<file path="src/rtl/mmu_pkg.sv">
// Shared types and constants of the translation unit.
package mmu_pkg;
	localparam int TlbDepth  = 16;
	localparam int MaxPages  = 1024;
	localparam int FrameBits = 16;

	localparam logic [5:0] RstLogicalBits = 6'd16;
	localparam logic [4:0] RstPageShift   = 5'd12;
	localparam logic [4:0] RstTlbInUse    = 5'd16;

	typedef enum logic [2:0] {
		OP_READ  = 3'd0,
		OP_WRITE = 3'd1,
		OP_MAP   = 3'd2,
		OP_UNMAP = 3'd3,
		OP_FLUSH = 3'd4
	} op_t;

	typedef enum logic [1:0] {
		ST_OK        = 2'd0,
		ST_BAD_ADDR  = 2'd1,
		ST_NOT_ALLOC = 2'd2,
		ST_BEYOND    = 2'd3
	} status_t;

	typedef enum logic [1:0] {
		CFG_LOGICAL_BITS = 2'd0,
		CFG_PAGE_SHIFT   = 2'd1,
		CFG_TLB_IN_USE   = 2'd2
	} cfg_idx_t;

	typedef enum logic [1:0] {
		S_IDLE,
		S_EXEC,
		S_OUT
	} fsm_t;
endpackage

</file>
<file path="src/rtl/mmu_tlb.sv">
// Fully associative TLB with timestamp LRU replacement.
module mmu_tlb #(
	parameter int TLB_DEPTH  = mmu_pkg::TlbDepth,
	parameter int FRAME_BITS = mmu_pkg::FrameBits,
	localparam int IW = (TLB_DEPTH > 1) ? $clog2(TLB_DEPTH) : 1
) (
	input  logic                  clk,
	input  logic                  arst_n,
	input  logic [4:0]            in_use,
	input  logic [31:0]           page,
	output logic                  hit,
	output logic [FRAME_BITS-1:0] hit_frame,
	input  logic                  touch,
	input  logic                  fill,
	input  logic [FRAME_BITS-1:0] fill_frame,
	input  logic                  inval,
	input  logic                  flush
);
	localparam int NL = 1 << IW;

	logic [TLB_DEPTH-1:0]  valid_q;
	logic [31:0]           page_q  [TLB_DEPTH];
	logic [FRAME_BITS-1:0] frame_q [TLB_DEPTH];
	logic [63:0]           stamp_q [TLB_DEPTH];
	logic [63:0]           ctr_q;
	logic [IW-1:0]         hit_idx, victim, free_idx;
	logic [6:0]            n_used;
	logic                  found_free;
	logic [63:0]           node_stamp [2*NL];
	logic [IW-1:0]         node_idx [2*NL];

	always_comb begin
		n_used = (in_use == 5'd0) ? 7'd1 : {2'b0, in_use};
		if (n_used > 7'(TLB_DEPTH)) n_used = 7'(TLB_DEPTH);
		hit = 1'b0;
		hit_idx = '0;
		for (int i = TLB_DEPTH - 1; i >= 0; i--) begin
			if (7'(i) < n_used && valid_q[i] && page_q[i] == page) begin
				hit = 1'b1;
				hit_idx = IW'(i);
			end
		end
		hit_frame = frame_q[hit_idx];
		found_free = 1'b0;
		free_idx = '0;
		for (int i = TLB_DEPTH - 1; i >= 0; i--) begin
			if (7'(i) < n_used && !valid_q[i]) begin
				found_free = 1'b1;
				free_idx = IW'(i);
			end
		end
		// min tree over stamps; the left (lower) index wins a tie
		node_stamp[0] = '0;
		node_idx[0] = '0;
		for (int i = 0; i < TLB_DEPTH; i++) begin
			node_idx[NL+i] = IW'(i);
			node_stamp[NL+i] = (7'(i) < n_used) ? stamp_q[i] : '1;
		end
		for (int i = TLB_DEPTH; i < NL; i++) begin
			node_idx[NL+i] = IW'(i);
			node_stamp[NL+i] = '1;
		end
		for (int l = NL - 1; l >= 1; l--) begin
			if (node_stamp[2*l+1] < node_stamp[2*l]) begin
				node_stamp[l] = node_stamp[2*l+1];
				node_idx[l] = node_idx[2*l+1];
			end else begin
				node_stamp[l] = node_stamp[2*l];
				node_idx[l] = node_idx[2*l];
			end
		end
		victim = found_free ? free_idx : node_idx[1];
	end

	always_ff @(posedge clk or negedge arst_n) begin
		if (!arst_n) begin
			valid_q <= '0;
			ctr_q   <= '0;
		end else if (flush) begin
			valid_q <= '0;
		end else if (touch && hit) begin
			ctr_q <= ctr_q + 64'd1;
		end else if (fill) begin
			valid_q[victim] <= 1'b1;
			ctr_q <= ctr_q + 64'd1;
		end else if (inval && hit) begin
			valid_q[hit_idx] <= 1'b0;
		end
	end

	always_ff @(posedge clk) begin
		if (!flush && touch && hit) stamp_q[hit_idx] <= ctr_q;
		else if (!flush && fill) begin
			page_q[victim]  <= page;
			frame_q[victim] <= fill_frame;
			stamp_q[victim] <= ctr_q;
		end
	end
endmodule

</file>
<file path="config.mk">
export PLATFORM = sky130hd
export DESIGN_NAME = mmu_tlb
export DESIGN_NICKNAME = d
export VERILOG_FILES = /design/src/rtl/mmu_pkg.sv /design/src/rtl/mmu_tlb.sv
export SDC_FILE = /design/constraint.sdc
export NUM_CORES = 2
export LEC_CHECK = 0
export ABC_AREA = 1
export BUFFER_PORTS_ARGS = -buffer_cell sky130_fd_sc_hd__buf_2
export CORE_UTILIZATION = 48
export DETAILED_ROUTE_END_ITERATION = 10
export MAX_ROUTING_LAYER = met4
export SYNTH_ARGS = -nofsm -noshare
export SYNTH_HDL_FRONTEND = slang
export SYNTH_SLANG_ARGS = --single-unit
</file>
<file path="constraint.sdc">
create_clock -name clk -period 30.2 [get_ports clk]
set_input_delay 6.04 -clock clk [delete_from_list [all_inputs] [get_ports clk]]
set_output_delay 6.04 -clock clk [all_outputs]
set_load 0.05 [all_outputs]
</file>
* Word level (Yosys, flattened, before mapping)
Memory sizes are Yosys's and may differ from the RTL's.
Index checks and enable logic that the tools add are counted.
** Word-level totals
- Input port bits :: 59
- Memories kept :: 3
- RAM bits :: 1792
- Register bits after elaboration :: 80
** Memories
- stamp_q :: words 16, width 64, read ports 16, clocked after memory_dff 0, wr ports 1, line mmu_tlb.sv:24 : logic [63:0] stamp_q [TLB_DEPTH];
- page_q :: words 16, width 32, read ports 16, clocked after memory_dff 0, wr ports 1, line mmu_tlb.sv:22 : logic [31:0] page_q [TLB_DEPTH];
- frame_q :: words 16, width 16, read ports 1, clocked after memory_dff 0, wr ports 1, line mmu_tlb.sv:23 : logic [FRAME_BITS-1:0] frame_q [TLB_DEPTH];
** Cells by class
- Bitwise operators :: 4
- Muxes and demuxes :: 130
- Order comparisons :: 36
- Add/subtract/negate cells :: 1
- Reductions and logical operators :: 78
- Equal/unequal tests :: 17
** Operator list (number)
- $mux W64 :: 33
- $lt A64 B64 Y1 :: 15
- $eq A32 B32 Y1 :: 16
- $mux W4 :: 41
- $add A64 B1 Y64 const B :: 1
- $mux W16 :: 4
- $reduce_or A64 Y1 :: 1
- $lt A4 B7 Y1 const A :: 8
- $logic_and A1 B1 Y1 :: 55
- $mux W1 :: 48
- $lt A3 B7 Y1 const A :: 4
- $logic_not A1 Y1 :: 17
- $and A16 B16 Y16 :: 1
- $not A16 Y16 :: 1
- $or A16 B16 Y16 :: 1
- $lt A1 B7 Y1 const A :: 2
- $lt A2 B7 Y1 const A :: 2
- $lt A4 B5 Y1 const B :: 2
- $mux W5 :: 2
- $demux W1 S4 :: 2
- $ge A4 B1 Y1 const B :: 2
- $gt A5 B5 Y1 const B :: 1
- $logic_not A5 Y1 :: 1
- $reduce_and A2 Y1 :: 2
- 4 further kinds :: 4

* Logic depth before layout (Yosys ltp)
- Depth after elaboration :: 33
- Mapped depth :: 88
- Mapped depth without buffers :: 79

* Worst setup path after synthesis
Ideal clock, no wire load.
- Path kind :: input-to-reg
- Start :: input port in_use[2]
- End :: memory frame_q[6][0] in the netlist's numbering (enable)
- Cell stages on the path :: 67
- Data arrival time :: 18.729 ns
- Slack :: 10.958 ns
- Cells stage by stage :: buf_2 nand2_1 nand2_1 inv_2 clkbuf_1 nand2_1 inv_1 clkbuf_1 clkbuf_1 nor2_1 ha_1 nand2_1 inv_1 nand3_1 inv_1 nand2_1 o211ai_1 nand2_1 [... 31 more ...] clkbuf_1 buf_1 nand2_1 o21ai_0 ha_1 a21oi_1 nor2_1 a211oi_1 o221ai_1 nand2_1 o2111ai_1 a31oi_1 nand2_1 nand2_1 nand3_1 nand2_2 nand2_1 nor3_1
** Between the ends
- Word-level cells in the longest chain between the ends :: 26
- Elaborated cells between the ends (all ways) :: 180
- Classes of those cells :: order compare (32); mux (98); reduce/logical (50)
** RTL lines
- from (decl) :: line mmu_tlb.sv:9 : input logic [4:0] in_use,
- $logic_not A5 Y1 :: line mmu_tlb.sv:33 : n_used = (in_use == 5'd0) ? 7'd1 : {2'b0, in_use};
- $mux W5 (*) :: line mmu_tlb.sv:33
- $gt A5 B5 Y1 :: line mmu_tlb.sv:34 : if (n_used > 7'(TLB_DEPTH)) n_used = 7'(TLB_DEPTH);
- $mux W5 (*) :: line mmu_tlb.sv:34
- branches (longest 22 deep; another with $lt A64 B64 Y1)
- to (decl) :: line mmu_tlb.sv:23
Every way passes the cells marked *.

* Worst setup path after layout
- Start :: input port in_use[4]
- End :: memory stamp_q[11][21] (enable)
** Between the ends
- Word-level cells in the longest chain between the ends :: 28
- Elaborated cells between the ends (all ways) :: 201
- Classes of those cells :: order compare (32); mux (118); reduce/logical (51)
** RTL lines (line)
- $logic_not A5 Y1 :: mmu_tlb.sv:33
- $mux W5 (*) :: mmu_tlb.sv:33
- $gt A5 B5 Y1 :: mmu_tlb.sv:34
- $mux W5 (*) :: mmu_tlb.sv:34
- branches (longest 24 deep; another with $lt A64 B64 Y1)
- to (decl) :: mmu_tlb.sv:24
Marks and branches as above.

==> metrics.yaml <==
routing:
  wl_per_cell_um: 25.9
  wl_mm: 336
  ant_nets: 0
  route.met2.wl_mm: 158
  top_layer_used: "met4"
  routed-via-count: 76413
  drc_errors: 0
  drt_iter0_drc: 8229
  wl_met1_mm: 137
  wl_met3_mm: 24.6
  vias_per_cell: 5.90
  first_pass_iters: 6
floorplanning:
  initial_core_util_pct: 48.5
  die_h_um: 463
  die_area_sq_um: 214000
  ios: 76
  fp.dieW_um: 463
  std_cell_rows: 168
  core-area_sq_um: 210000
synthesis:
  netlist_area_sq_um: 102000
  synth.largest_area_cell: "edfxtp_1"
  synth-seq-cells: 1872
  async_flop_share_pct: 4.27
  avgSynthCellArea_sq_um: 10.3
  syn-num-nets: 10935
  yosysSeqAreaShare_pct: 54.8
  synthFlopType: "edfxtp_1"
  syn_inst: 9935
  synth-edff-count: 1792
  synth_cell_types: 71
  synth_top_area_share_pct: 52.8
  yosys-top-cells-area: "edfxtp_1, ha_1, nand2_1"
  yosys_warnings: 0
sta:
  maxSlewViolCount: 2
  slew_headroom_pct: -5.06
  finalSetupViolations: 0
  rsz0062_at_grt: "no"
  tns_ns: 0
  hold_violations: 0
  fin_skew_ns: 0.0555
  worst_pin_slew_ns: 1.56
  period_share_pct: 78.0
  fmax_ghz: 0.0424
  period_needed_ns: 23.56
power:
  p_comb_share_pct: 16.1
  p_leak_nw: 44.7
  intPower_mw: 4.63
  powerDensity_nw_per_um2: 57.7
  sw_frac_of_total_pct: 28.7
  ir_worst_vdd_mv: 0.0624
  switchingPower_mw: 1.86
  pwr-share-clk_pct: 39.5
  p_seq_share_pct: 44.5
  power.total_mw: 6.49
clocking:
  cts_tree: "yes"
  worstSkewPairLatency_ns: 0.88
  cts_num_sinks: 1872
  numCtsBuffers: 203
  cts-root-buf: "clkbuf_16"
  htreeDepth: 4
  clkTransAtPathRegs_ns: 0.06
  clockBufferDepth: 3
  cts_setup_buffers: 0
  cts.repair.resized: 0
  ctsHoldBuffers: 0
grt:
  grt-ovfl-total: 0
  grt_max_degree: 93
  grt_pass1_wl_mm: 485
  antenna_found_initial: 17
  track_usage_pct: 31.7
  first_global_vias: 73290
placement:
  port-buffer-count: 75
  gp_congestion: 0.969
  dp_hpwl_mm: 229
  placedCellCount: 12571
  place_area_sq_um: 106000
worst_setup_path:
  max_stage_delay_ns: 0.91
  cp.depth: 59
  r2r_cells: 51
  crit_required_ns: 30.68
  cp_top_family: "compound AO/OA/AOI/OAI gates"
  critPathMaxFanout: 79
  cp-end-kind: "flip-flop"
  startpoint_type: "input port"
  critPathSlowestCell: "a311oi_1"
  arrival_ns: 24.05
  crit_type: "input port to flip-flop"
  critPathBufInv: 11
  path_common_cell: "nand2_1"
run_status:
  violations: "max-capacitance violations, max-slew violations"
  status: "complete, but fails checks"
layout:
  final_cells: 12957
  stdcell_area_sq_um: 113000
  area_growth_pct: 10.4
  drive_above_1_share_pct: 11.8
  layout_commonest_cell: "nand2_1"
  multi_input_area_sq_um: 42900
  area.sequential_sq_um: 55800
  fill_cells: 18325
  final_cell_mix: "nand2_1, edfxtp_1, o21ai_0"
  post-route-util_pct: 53.5
  nNetsFinal: 10971
worst_hold_path:
  hp-class: "flip-flop to flip-flop"
  worstHoldPathCells: 2
run:
  maxCapViolCount: 1
sequential cells by signal, summed over array words and instances, names as in the netlist:
signal	count
frame_q	256
page_q	512
stamp_q	1024
ctr_q	64
valid_q	16
synthesized netlist by cell type, types with 11 or more instances:
cell type and number:
edfxtp_1 1792, o22ai_1 78, a22o_1 16, a221oi_1 30, a211oi_1 68, nand3b_1 11, inv_2 43, o211ai_1 32
nand4_1 191, buf_1 23, o221ai_1 27, nand3_1 127, a31oi_1 12, nor3_1 74, ha_1 941, a2111oi_0 17
a21oi_1 498, clkbuf_1 316, o21a_1 14, nand2_1 2244, buf_2 43, inv_1 449, nor4_1 81, xnor2_1 75
buf_4 20, dfrtp_1 80, o21ai_1 16, nor2_1 691, xor2_1 152, or2_2 515, o21ai_0 1089, o2111ai_1 52
layout make-up:
type	instances	area share (%)
Sequential cell	1872	49.6
Multi-Input combinational cell	7162	38.1
Clock buffer	245	4.70
Tap cell	2805	3.12
Inverter	497	1.67
Timing Repair Buffer	235	1.40
Clock inverter	128	1.36
Antenna cell	13	0.0289
kinds of logic after synthesis:
family / after synthesis / synth area share, %
AND/OR/NAND/NOR: 4003 / 17.4
AO/OA/AOI/OAI: 1991 / 10.9
flip-flops: 1872 / 54.8
adder cells (fa/ha/maj): 941 / 11.6
buffers and inverters: 901 / 3.46
XOR/XNOR: 227 / 1.95
worst min-delay path: cells and delay by family, from the launching register on:
family / cells / cell delay, ns
DFF: 1 / 0.36
buffers and inverters: 1 / 0.05
xor gates and xnor gates: 1 / 0.07
per-stage QoR:
step,hold WS [ns],setup WS [ns]
global route,0.534,5.88
detailed placement,0.484,6.10
CTS,0.503,6.99
finish,0.503,6.64
floorplan,0.486,10.96
global placement,0.488,6.24
final timing paths:
path	startpoint	slack, ns	endpoint
max	in_use[4]	6.64	stamp_q[11][21]$_DFFE_PP_
min	ctr_q[62]$_DFFE_PN0P_	0.50	ctr_q[62]$_DFFE_PN0P_
max reg2reg	stamp_q[7][35]$_DFFE_PP_	13.21	stamp_q[11][21]$_DFFE_PP_
min in group asynchronous	arst_n	5.13	ctr_q[6]$_DFFE_PN0P_
min reg2reg	ctr_q[62]$_DFFE_PN0P_	0.50	ctr_q[62]$_DFFE_PN0P_
max in group asynchronous	arst_n	23.73	ctr_q[49]$_DFFE_PN0P_
power by group through the flow:
stage | Combinational [mW] | Sequential, mW | Clock [mW]
6_report | 1.04 | 2.88 | 2.56
5_1_grt | 1.14 | 2.88 | 2.70
4_1_cts | 1.04 | 2.88 | 2.59
3_5_place_dp | 1.03 | 2.94 | 0
3_3_place_gp | 1.01 | 2.94 | 0
2_1_floorplan | 0.627 | 2.93 | 0
metal layers:
metal  GRT usage [%]  vias up
met1            40.2    37152
met2            51.2     3101
met5               -        -
met4            13.6        0
met3            4.14      690
li1                -    35470
Note: power is estimated with default switching activity, not from simulation.
